==> src/rtl/tct_pkg.sv <==
`timescale 1ns / 1ps
// ----------------------------------------------------------------------------
// tct_pkg
// Shared types and constants of the task completion tracker.
// ----------------------------------------------------------------------------
package tct_pkg;

  localparam int unsigned TableDepth = 16;
  localparam int unsigned IdxW       = (TableDepth > 1) ? $clog2(TableDepth) : 1;
  localparam int unsigned PendW      = 5;
  localparam int unsigned CntRawW    = $clog2(TableDepth + 1);
  localparam int unsigned CntW       = (CntRawW > PendW) ? CntRawW : PendW;
  localparam int unsigned IdW        = 32;
  localparam int unsigned WorkW      = 32;
  localparam int unsigned StepsW     = 16;
  localparam int unsigned InDataW    = 64;
  localparam int unsigned OutDataW   = 8;

  typedef enum logic [1:0] {
    CMD_SUBMIT  = 2'd0,
    CMD_POLL    = 2'd1,
    CMD_CANCEL  = 2'd2,
    CMD_ADVANCE = 2'd3
  } cmd_e;

  typedef enum logic [1:0] {
    ST_PENDING   = 2'd0,
    ST_COMPLETED = 2'd1,
    ST_CANCELLED = 2'd2,
    ST_UNKNOWN   = 2'd3
  } status_e;

  typedef struct packed {
    logic              valid;
    logic [IdW-1:0]    id;
    status_e           status;
    logic [StepsW-1:0] countdown;
  } entry_t;

  typedef struct packed {
    logic              hit;
    logic              free;
    logic              upd;
    status_e           status;
    logic [StepsW-1:0] countdown;
    logic              pending;
  } cell_res_t;

endpackage

==> src/rtl/task_completion_tracker_unit.sv <==
`timescale 1ns / 1ps
// ----------------------------------------------------------------------------
// task_completion_tracker_unit
// Table of tracked tasks with submit, poll, cancel and advance commands.
// ----------------------------------------------------------------------------
// Per transaction, the sequencer walks the table one entry per cycle
// through a single shared compare/decrement unit, then, in the apply state,
// commits a submit or cancel and loads the result register once that
// register is free. The input is not ready during the walk.
// The result register lets the next command start while a result still
// waits. Valid bits clear at reset; no clearing pass is needed.
module task_completion_tracker_unit (
  input  logic                            clk_i,
  input  logic                            rst_ni,
  input  logic                            cfg_valid_i,
  output logic                            cfg_ready_o,
  input  logic [tct_pkg::StepsW-1:0]      cfg_data_i,    // step count
  input  logic                            s_axis_tvalid_i,
  output logic                            s_axis_tready_o,
  input  logic [tct_pkg::InDataW-1:0]     s_axis_tdata_i,  // task_id, work amount
  input  logic [1:0]                      s_axis_tuser_i,  // command
  output logic                            m_axis_tvalid_o,
  input  logic                            m_axis_tready_i,
  output logic [tct_pkg::OutDataW-1:0]    m_axis_tdata_o   // accepted, task_status,
                                                           // pending_count
);

  typedef enum logic [1:0] {
    S_IDLE,
    S_SCAN,
    S_APPLY
  } state_e;

  state_e                        state_q;
  logic [tct_pkg::IdxW-1:0]      idx_q;
  tct_pkg::cmd_e                 cmd_q;
  logic [tct_pkg::IdW-1:0]       id_q;
  logic                          work_nz_q;
  logic                          hit_q;
  logic [tct_pkg::IdxW-1:0]      hit_idx_q;
  tct_pkg::status_e              hit_status_q;
  logic                          free_q;
  logic [tct_pkg::IdxW-1:0]      free_idx_q;
  logic [tct_pkg::CntW-1:0]      pend_q;
  logic [tct_pkg::StepsW-1:0]    steps_q;
  logic                          out_valid_q;
  logic [tct_pkg::OutDataW-1:0]  out_data_q;

  logic [tct_pkg::TableDepth-1:0] valid_q;
  logic [tct_pkg::IdW-1:0]        id_mem_q     [tct_pkg::TableDepth];
  tct_pkg::status_e               status_mem_q [tct_pkg::TableDepth];
  logic [tct_pkg::StepsW-1:0]     count_mem_q  [tct_pkg::TableDepth];

  tct_pkg::entry_t    cur_entry;
  tct_pkg::cell_res_t cell_res;

  logic                       in_fire;
  logic                       out_free;
  logic                       last_idx;
  logic                       submit_ok;
  logic                       cancel_ok;
  logic                       acc;
  tct_pkg::status_e           res_status;
  logic [tct_pkg::CntW-1:0]   pend_final;
  logic [tct_pkg::PendW-1:0]  pend_sat;
  logic [tct_pkg::StepsW-1:0] start_count;

  assign cfg_ready_o     = 1'b1;
  assign s_axis_tready_o = (state_q == S_IDLE);
  assign in_fire         = s_axis_tvalid_i && s_axis_tready_o;
  assign out_free        = !out_valid_q || m_axis_tready_i;
  assign m_axis_tvalid_o = out_valid_q;
  assign m_axis_tdata_o  = out_data_q;
  assign last_idx        = (idx_q == tct_pkg::IdxW'(tct_pkg::TableDepth - 1));

  always_comb begin
    cur_entry.valid     = valid_q[idx_q];
    cur_entry.id        = id_mem_q[idx_q];
    cur_entry.status    = status_mem_q[idx_q];
    cur_entry.countdown = count_mem_q[idx_q];
  end

  tct_cell_alu u_cell_alu (
    .entry_i   (cur_entry),
    .cmd_i     (cmd_q),
    .task_id_i (id_q),
    .res_o     (cell_res)
  );

  assign submit_ok = (cmd_q == tct_pkg::CMD_SUBMIT) && (id_q != '0) && work_nz_q
                     && !hit_q && free_q;
  assign cancel_ok = (cmd_q == tct_pkg::CMD_CANCEL) && hit_q
                     && (hit_status_q == tct_pkg::ST_PENDING);
  assign start_count = (steps_q == '0) ? tct_pkg::StepsW'(1) : steps_q;

  always_comb begin
    priority if (submit_ok) begin
      pend_final = pend_q + tct_pkg::CntW'(1);
    end else if (cancel_ok) begin
      pend_final = pend_q - tct_pkg::CntW'(1);
    end else begin
      pend_final = pend_q;
    end
    pend_sat = (pend_final > tct_pkg::CntW'(31)) ? tct_pkg::PendW'(31)
                                                 : pend_final[tct_pkg::PendW-1:0];
    unique case (cmd_q)
      tct_pkg::CMD_SUBMIT:  acc = submit_ok;
      tct_pkg::CMD_CANCEL:  acc = cancel_ok;
      default:              acc = 1'b1;
    endcase
    if (cmd_q == tct_pkg::CMD_POLL) begin
      res_status = hit_q ? hit_status_q : tct_pkg::ST_UNKNOWN;
    end else begin
      res_status = tct_pkg::ST_PENDING;
    end
  end

  // control and sequencer
  always_ff @(posedge clk_i or negedge rst_ni) begin
    if (!rst_ni) begin
      state_q     <= S_IDLE;
      idx_q       <= '0;
      out_valid_q <= 1'b0;
      steps_q     <= tct_pkg::StepsW'(1);
      valid_q     <= '0;
    end else begin
      if (cfg_valid_i && cfg_ready_o) begin
        steps_q <= cfg_data_i;
      end
      if ((state_q == S_APPLY) && out_free) begin
        out_valid_q <= 1'b1;
      end else if (out_valid_q && m_axis_tready_i) begin
        out_valid_q <= 1'b0;
      end
      unique case (state_q)
        S_IDLE: begin
          if (in_fire) begin
            state_q <= S_SCAN;
            idx_q   <= '0;
          end
        end
        S_SCAN: begin
          if (last_idx) begin
            state_q <= S_APPLY;
          end else begin
            idx_q <= idx_q + tct_pkg::IdxW'(1);
          end
        end
        S_APPLY: begin
          if (out_free) begin
            state_q <= S_IDLE;
            if (submit_ok) begin
              valid_q[free_idx_q] <= 1'b1;
            end
          end
        end
        default: state_q <= S_IDLE;
      endcase
    end
  end

  // transaction payload and scan results
  always_ff @(posedge clk_i) begin
    if (in_fire) begin
      cmd_q     <= tct_pkg::cmd_e'(s_axis_tuser_i);
      id_q      <= s_axis_tdata_i[tct_pkg::IdW-1:0];
      work_nz_q <= (s_axis_tdata_i[tct_pkg::IdW +: tct_pkg::WorkW] != '0);
      hit_q     <= 1'b0;
      free_q    <= 1'b0;
      pend_q    <= '0;
    end
    if (state_q == S_SCAN) begin
      if (cell_res.hit) begin
        hit_q        <= 1'b1;
        hit_idx_q    <= idx_q;
        hit_status_q <= cur_entry.status;
      end
      if (cell_res.free && !free_q) begin
        free_q     <= 1'b1;
        free_idx_q <= idx_q;
      end
      if (cell_res.pending) begin
        pend_q <= pend_q + tct_pkg::CntW'(1);
      end
    end
    if ((state_q == S_APPLY) && out_free) begin
      out_data_q <= {pend_sat, res_status, acc};
    end
  end

  // entry storage
  always_ff @(posedge clk_i) begin
    if ((state_q == S_SCAN) && cell_res.upd) begin
      status_mem_q[idx_q] <= cell_res.status;
      count_mem_q[idx_q]  <= cell_res.countdown;
    end
    if ((state_q == S_APPLY) && out_free) begin
      if (submit_ok) begin
        id_mem_q[free_idx_q]     <= id_q;
        status_mem_q[free_idx_q] <= tct_pkg::ST_PENDING;
        count_mem_q[free_idx_q]  <= start_count;
      end else if (cancel_ok) begin
        status_mem_q[hit_idx_q] <= tct_pkg::ST_CANCELLED;
      end
    end
  end

endmodule

==> src/rtl/tct_cell_alu.sv <==
`timescale 1ns / 1ps
// ----------------------------------------------------------------------------
// tct_cell_alu
// Shared per-entry unit: id compare, free check and countdown update.
// ----------------------------------------------------------------------------
module tct_cell_alu (
  input  tct_pkg::entry_t          entry_i,
  input  tct_pkg::cmd_e            cmd_i,
  input  logic [tct_pkg::IdW-1:0]  task_id_i,
  output tct_pkg::cell_res_t       res_o
);

  logic is_pend;

  assign is_pend = entry_i.valid && (entry_i.status == tct_pkg::ST_PENDING);

  always_comb begin
    res_o.hit       = entry_i.valid && (entry_i.id == task_id_i);
    res_o.free      = !entry_i.valid;
    res_o.upd       = 1'b0;
    res_o.status    = entry_i.status;
    res_o.countdown = entry_i.countdown;
    if ((cmd_i == tct_pkg::CMD_ADVANCE) && is_pend) begin
      res_o.upd = 1'b1;
      if (entry_i.countdown <= tct_pkg::StepsW'(1)) begin
        res_o.countdown = '0;
        res_o.status    = tct_pkg::ST_COMPLETED;
      end else begin
        res_o.countdown = entry_i.countdown - tct_pkg::StepsW'(1);
      end
    end
    res_o.pending = entry_i.valid && (res_o.status == tct_pkg::ST_PENDING);
  end

endmodule

==> config.mk <==
export PLATFORM = sky130hd
export DESIGN_NAME = task_completion_tracker_unit
export DESIGN_NICKNAME = d
export VERILOG_FILES = /design/src/rtl/tct_pkg.sv /design/src/rtl/task_completion_tracker_unit.sv /design/src/rtl/tct_cell_alu.sv
export SDC_FILE = /design/constraint.sdc
export NUM_CORES = 1
export LEC_CHECK = 0
export BUFFER_PORTS_ARGS = -buffer_cell sky130_fd_sc_hd__buf_4
export CAP_MARGIN = 25
export CORE_ASPECT_RATIO = 1.4
export CORE_UTILIZATION = 65
export CTS_CLUSTER_SIZE = 30
export DETAILED_ROUTE_END_ITERATION = 10
export PLACE_DENSITY = 0.81
export SYNTH_ARGS = -nofsm -noshare
export SYNTH_HDL_FRONTEND = slang
export SYNTH_SLANG_ARGS = --single-unit
==> constraint.sdc <==
create_clock -name clk_i -period 13.3 [get_ports clk_i]
set_input_delay 1.995 -clock clk_i [delete_from_list [all_inputs] [get_ports clk_i]]
set_output_delay 1.995 -clock clk_i [all_outputs]
set_load 0.005 [all_outputs]
==> metrics.cfg <==
[clocking]
clk_latency_ns = 0.63
cts_resized = 0
numCtsBuffers = 80
ctsHoldBuffers = 0
htreeDepth = 3
cts_tree = done
clk_pin_slew_ns = 0.06
cts_setup_buffers = 0
cts_max_path_buffers = 3
numClockSinks = 899
cts-root-buf = clkbuf_16

[route]
wl_met1_um = 28700
first_iter_violations = 2041
highest_layer = met4
drcViolationCount = 0
wl_met3_um = 6041
wl_met2_um = 42610
vias_per_cell = 6.715
ant_nets = 0
routed_wl_um = 81720
vias = 18820
wl_per_cell_um = 29.17
dr.pass1.iters = 8

[floorplan]
core_sq_um = 55130
fp.dieW_um = 201.5
pin_count = 98
start_util_pct = 65.70
row_count = 102
die-area_sq_um = 56690
die_height_um = 281.3

[timing]
max_freq_mhz = 171.3
setup_viol = 0
rsz0062_at_grt = false
hold_viol_final = 0
slew_headroom_pct = 27.03
setup_tns_ns = 0
worst_pin_slew_ns = 1.094
fin_crit_sh_pct = 43.89
drv_slew = 0
finalCriticalPeriod_ns = 5.837
finClkSkew_ns = 0.02936

[synthesis]
netlist.area_leader.share_pct = 70.72
synthTopCellsByArea = edfxtp_1 (71%), mux4_2 (11%), mux2i_1 (2.7%)
avgSynthCellArea_sq_um = 19.56
synth_top_cell_by_area = edfxtp_1
synth_nets = 1944
synth_edf_count = 853
synthArstFlopShare_pct = 4.338
synthCells = 1852
synth.cell_area_sq_um = 36220
synthDistinctLibCells = 74
synth-seq-cells = 899
ys_seq_area_share_pct = 73.80
synthFlopType = edfxtp_1
ys_warn_count = 0

[worst_setup_path]
worstPathArrival_ns = 6.19
path_class = register to register
required_ns = 13.65
worstSetupStartpointType = register
endpoint_kind = register
critical_path.max_fanout = 91

[layout]
area_growth_pct = 11.48
drive_above_1_share_pct = 25.75
multiInputGateArea_sq_um = 8954
diodes = 0
seq_area_sq_um = 26740
nets = 2107
fin_util_pct = 73.24
fillerInstances = 3132

[global_routing]
grt_pass1_vias = 19500
grt_pass1_wl_um = 121800
grt_max_degree = 92
grtUsageTotal_pct = 29.81
grt-ovfl-total = 0
antenna_found_initial = 0

[pwr]
powerDensity_nw_per_um2 = 200.6
ir_drop_mv = 0.1348
p_leak_nw = 13.34

[place]
portBuffers = 96
place_hpwl_um = 48640
place.gp.congestion = 0.9202

[min_path]
worstHoldPathType = register to register

[status]
outcome = finished, final reports clean

[flow_run]
maxCapViolCount = 0

worst paths after layout:
check                      slack, ns  cells past startpoint  startpoint            endpoint
setup reg to reg                7.46                     11    idx_q[0]  count_mem_q[3][13]
hold / removal                  0.47                      1  valid_q[3]          valid_q[3]
setup / recovery                7.46                     11    idx_q[0]  count_mem_q[3][13]
min in group asynchronous       1.36                      1      rst_ni          valid_q[1]
max in group asynchronous      11.49                      1      rst_ni            idx_q[2]
hold reg to reg                 0.47                      1  valid_q[3]          valid_q[3]
worst max-delay path, stage by stage (launching register included):
cell      delay (ns)
dfrtp_4         0.59
buf_4           0.64
buf_12          0.53
nor2b_1         0.75
a22oi_1         0.20
a221oi_1        0.34
a31oi_1         0.18
nor4_1          0.47
nand4_1         0.47
nand2_1         0.54
o21ai_0         0.38
buf_2           0.29
sequential cells by signal, summed over array words and instances, names as in the netlist, 4 cells and up:
register,cells
id_q,32
m_axis_tdata_o,8
valid_q,16
pend_q,5
free_idx_q,4
steps_q,16
id_mem_q,512
idx_q,4
count_mem_q,256
status_mem_q,32
hit_idx_q,4
layout by cell type, fill, tap and decap left out, types with 6 or more instances in the layout:
master     Yosys  routed
edfxtp_1     853     853
mux4_2       174     174
buf_4         21     160
mux2i_1       96      96
clkbuf_16      0      80
nand2_1       71      71
nor2_1        79      67
mux2_2        38      38
dfrtp_1       38      34
o21ai_0       33      32
nor4_1        31      31
xnor2_1       31      31
clkbuf_1      19      29
a21oi_1       28      28
a22oi_1       22      22
or2_2         21      21
inv_1         22      20
nand3_1       18      18
nor3_1        22      18
mux4_1        18      18
xor2_1        15      15
clkinv_1       1      14
nand4_1       14      14
nor2_4         0      12
nor2b_1       11      11
a31oi_1       11      11
nand2b_1       8       8
and2_1         7       7
clkinv_2       0       7
dfxtp_1        7       7
a21o_1         6       6
o21ai_1        5       6
o22ai_1        6       6
kinds of logic after synthesis:
| group | Yosys count | share of synthesized area (%) |
|---|---|---|
| AND/OR/NAND/NOR | 303 | 4.149 |
| adder cells (fa/ha/maj) | 5 | 0.1727 |
| XOR/XNOR | 46 | 1.112 |
| other | 1 | 0.01035 |
| flip-flops | 899 | 73.80 |
| multiplexers | 326 | 15.96 |
| AO/OA/AOI/OAI | 161 | 3.012 |
| buffers and inverters | 111 | 1.782 |
metal layers:
metal	global-route usage, %	vias to the layer above
met5	0	-
li1	-	7896
met3	4.198	254
met2	51.71	1009
met4	15.97	0
met1	36.64	9657
metrics by stage:
| step | power [mW] | std cells | setup WS, ns | hold WS [ns] | area [sq um] |
|---|---|---|---|---|---|
| 6_report | 8.101 | 2802 | 7.463 | 0.4681 | 40380 |
| 5_1_grt | 8.394 | 2802 | 7.183 | 0.4797 | 40380 |
| 4_1_cts | 8.132 | 2802 | 7.571 | 0.4680 | 40380 |
| 3_5_place_dp | 6.009 | 2661 | 7.592 | 0.4523 | 38020 |
| 3_3_place_gp | 5.917 | 2651 | 7.544 | 0.4478 | 37900 |
| 2_1_floorplan | 5.352 | 1852 | 6.967 | 0.4337 | 36220 |
power by group:
group	total (mW)	internal, mW	switching (mW)
combinational	2.35	0.993	1.35
sequential	3.62	3.46	0.159
clock	2.13	1.17	0.963
total	8.10	5.62	2.48
synth_stat cells, types with 3 or more instances:
cell,number
edfxtp_1,853
mux2_2,38
a31oi_1,11
mux4_2,174
nor2_1,79
o21ai_0,33
o22ai_1,6
buf_4,21
a22o_1,3
a21o_1,6
nor4_1,31
mux4_1,18
o31ai_1,3
o21a_1,5
nand2_1,71
xnor2_1,31
nor2b_1,11
buf_2,31
nand4_1,14
a21boi_0,4
o211a_1,4
and3_1,4
xor2_1,15
ha_1,5
nand3_1,18
buf_12,4
a21oi_1,28
or2_2,21
nor3_1,22
o21ai_1,5
a31o_2,4
mux2i_1,96
dfxtp_1,7
buf_6,6
a22oi_1,22
clkbuf_1,19
buf_1,5
dfrtp_1,38
and2_1,7
inv_1,22
a211oi_1,4
nand2b_1,8
final cells by class:
cell class              instances  share of cell area [%]
multi-input cells             842                   22.17
clock buffers                 112                   5.330
flip-flops and latches        899                   66.24
inverters                      24                  0.2231
repair buffers                168                   3.260
clock inverters                29                  0.5206
well taps                     728                   2.256
(Power assumes the default switching activity.)
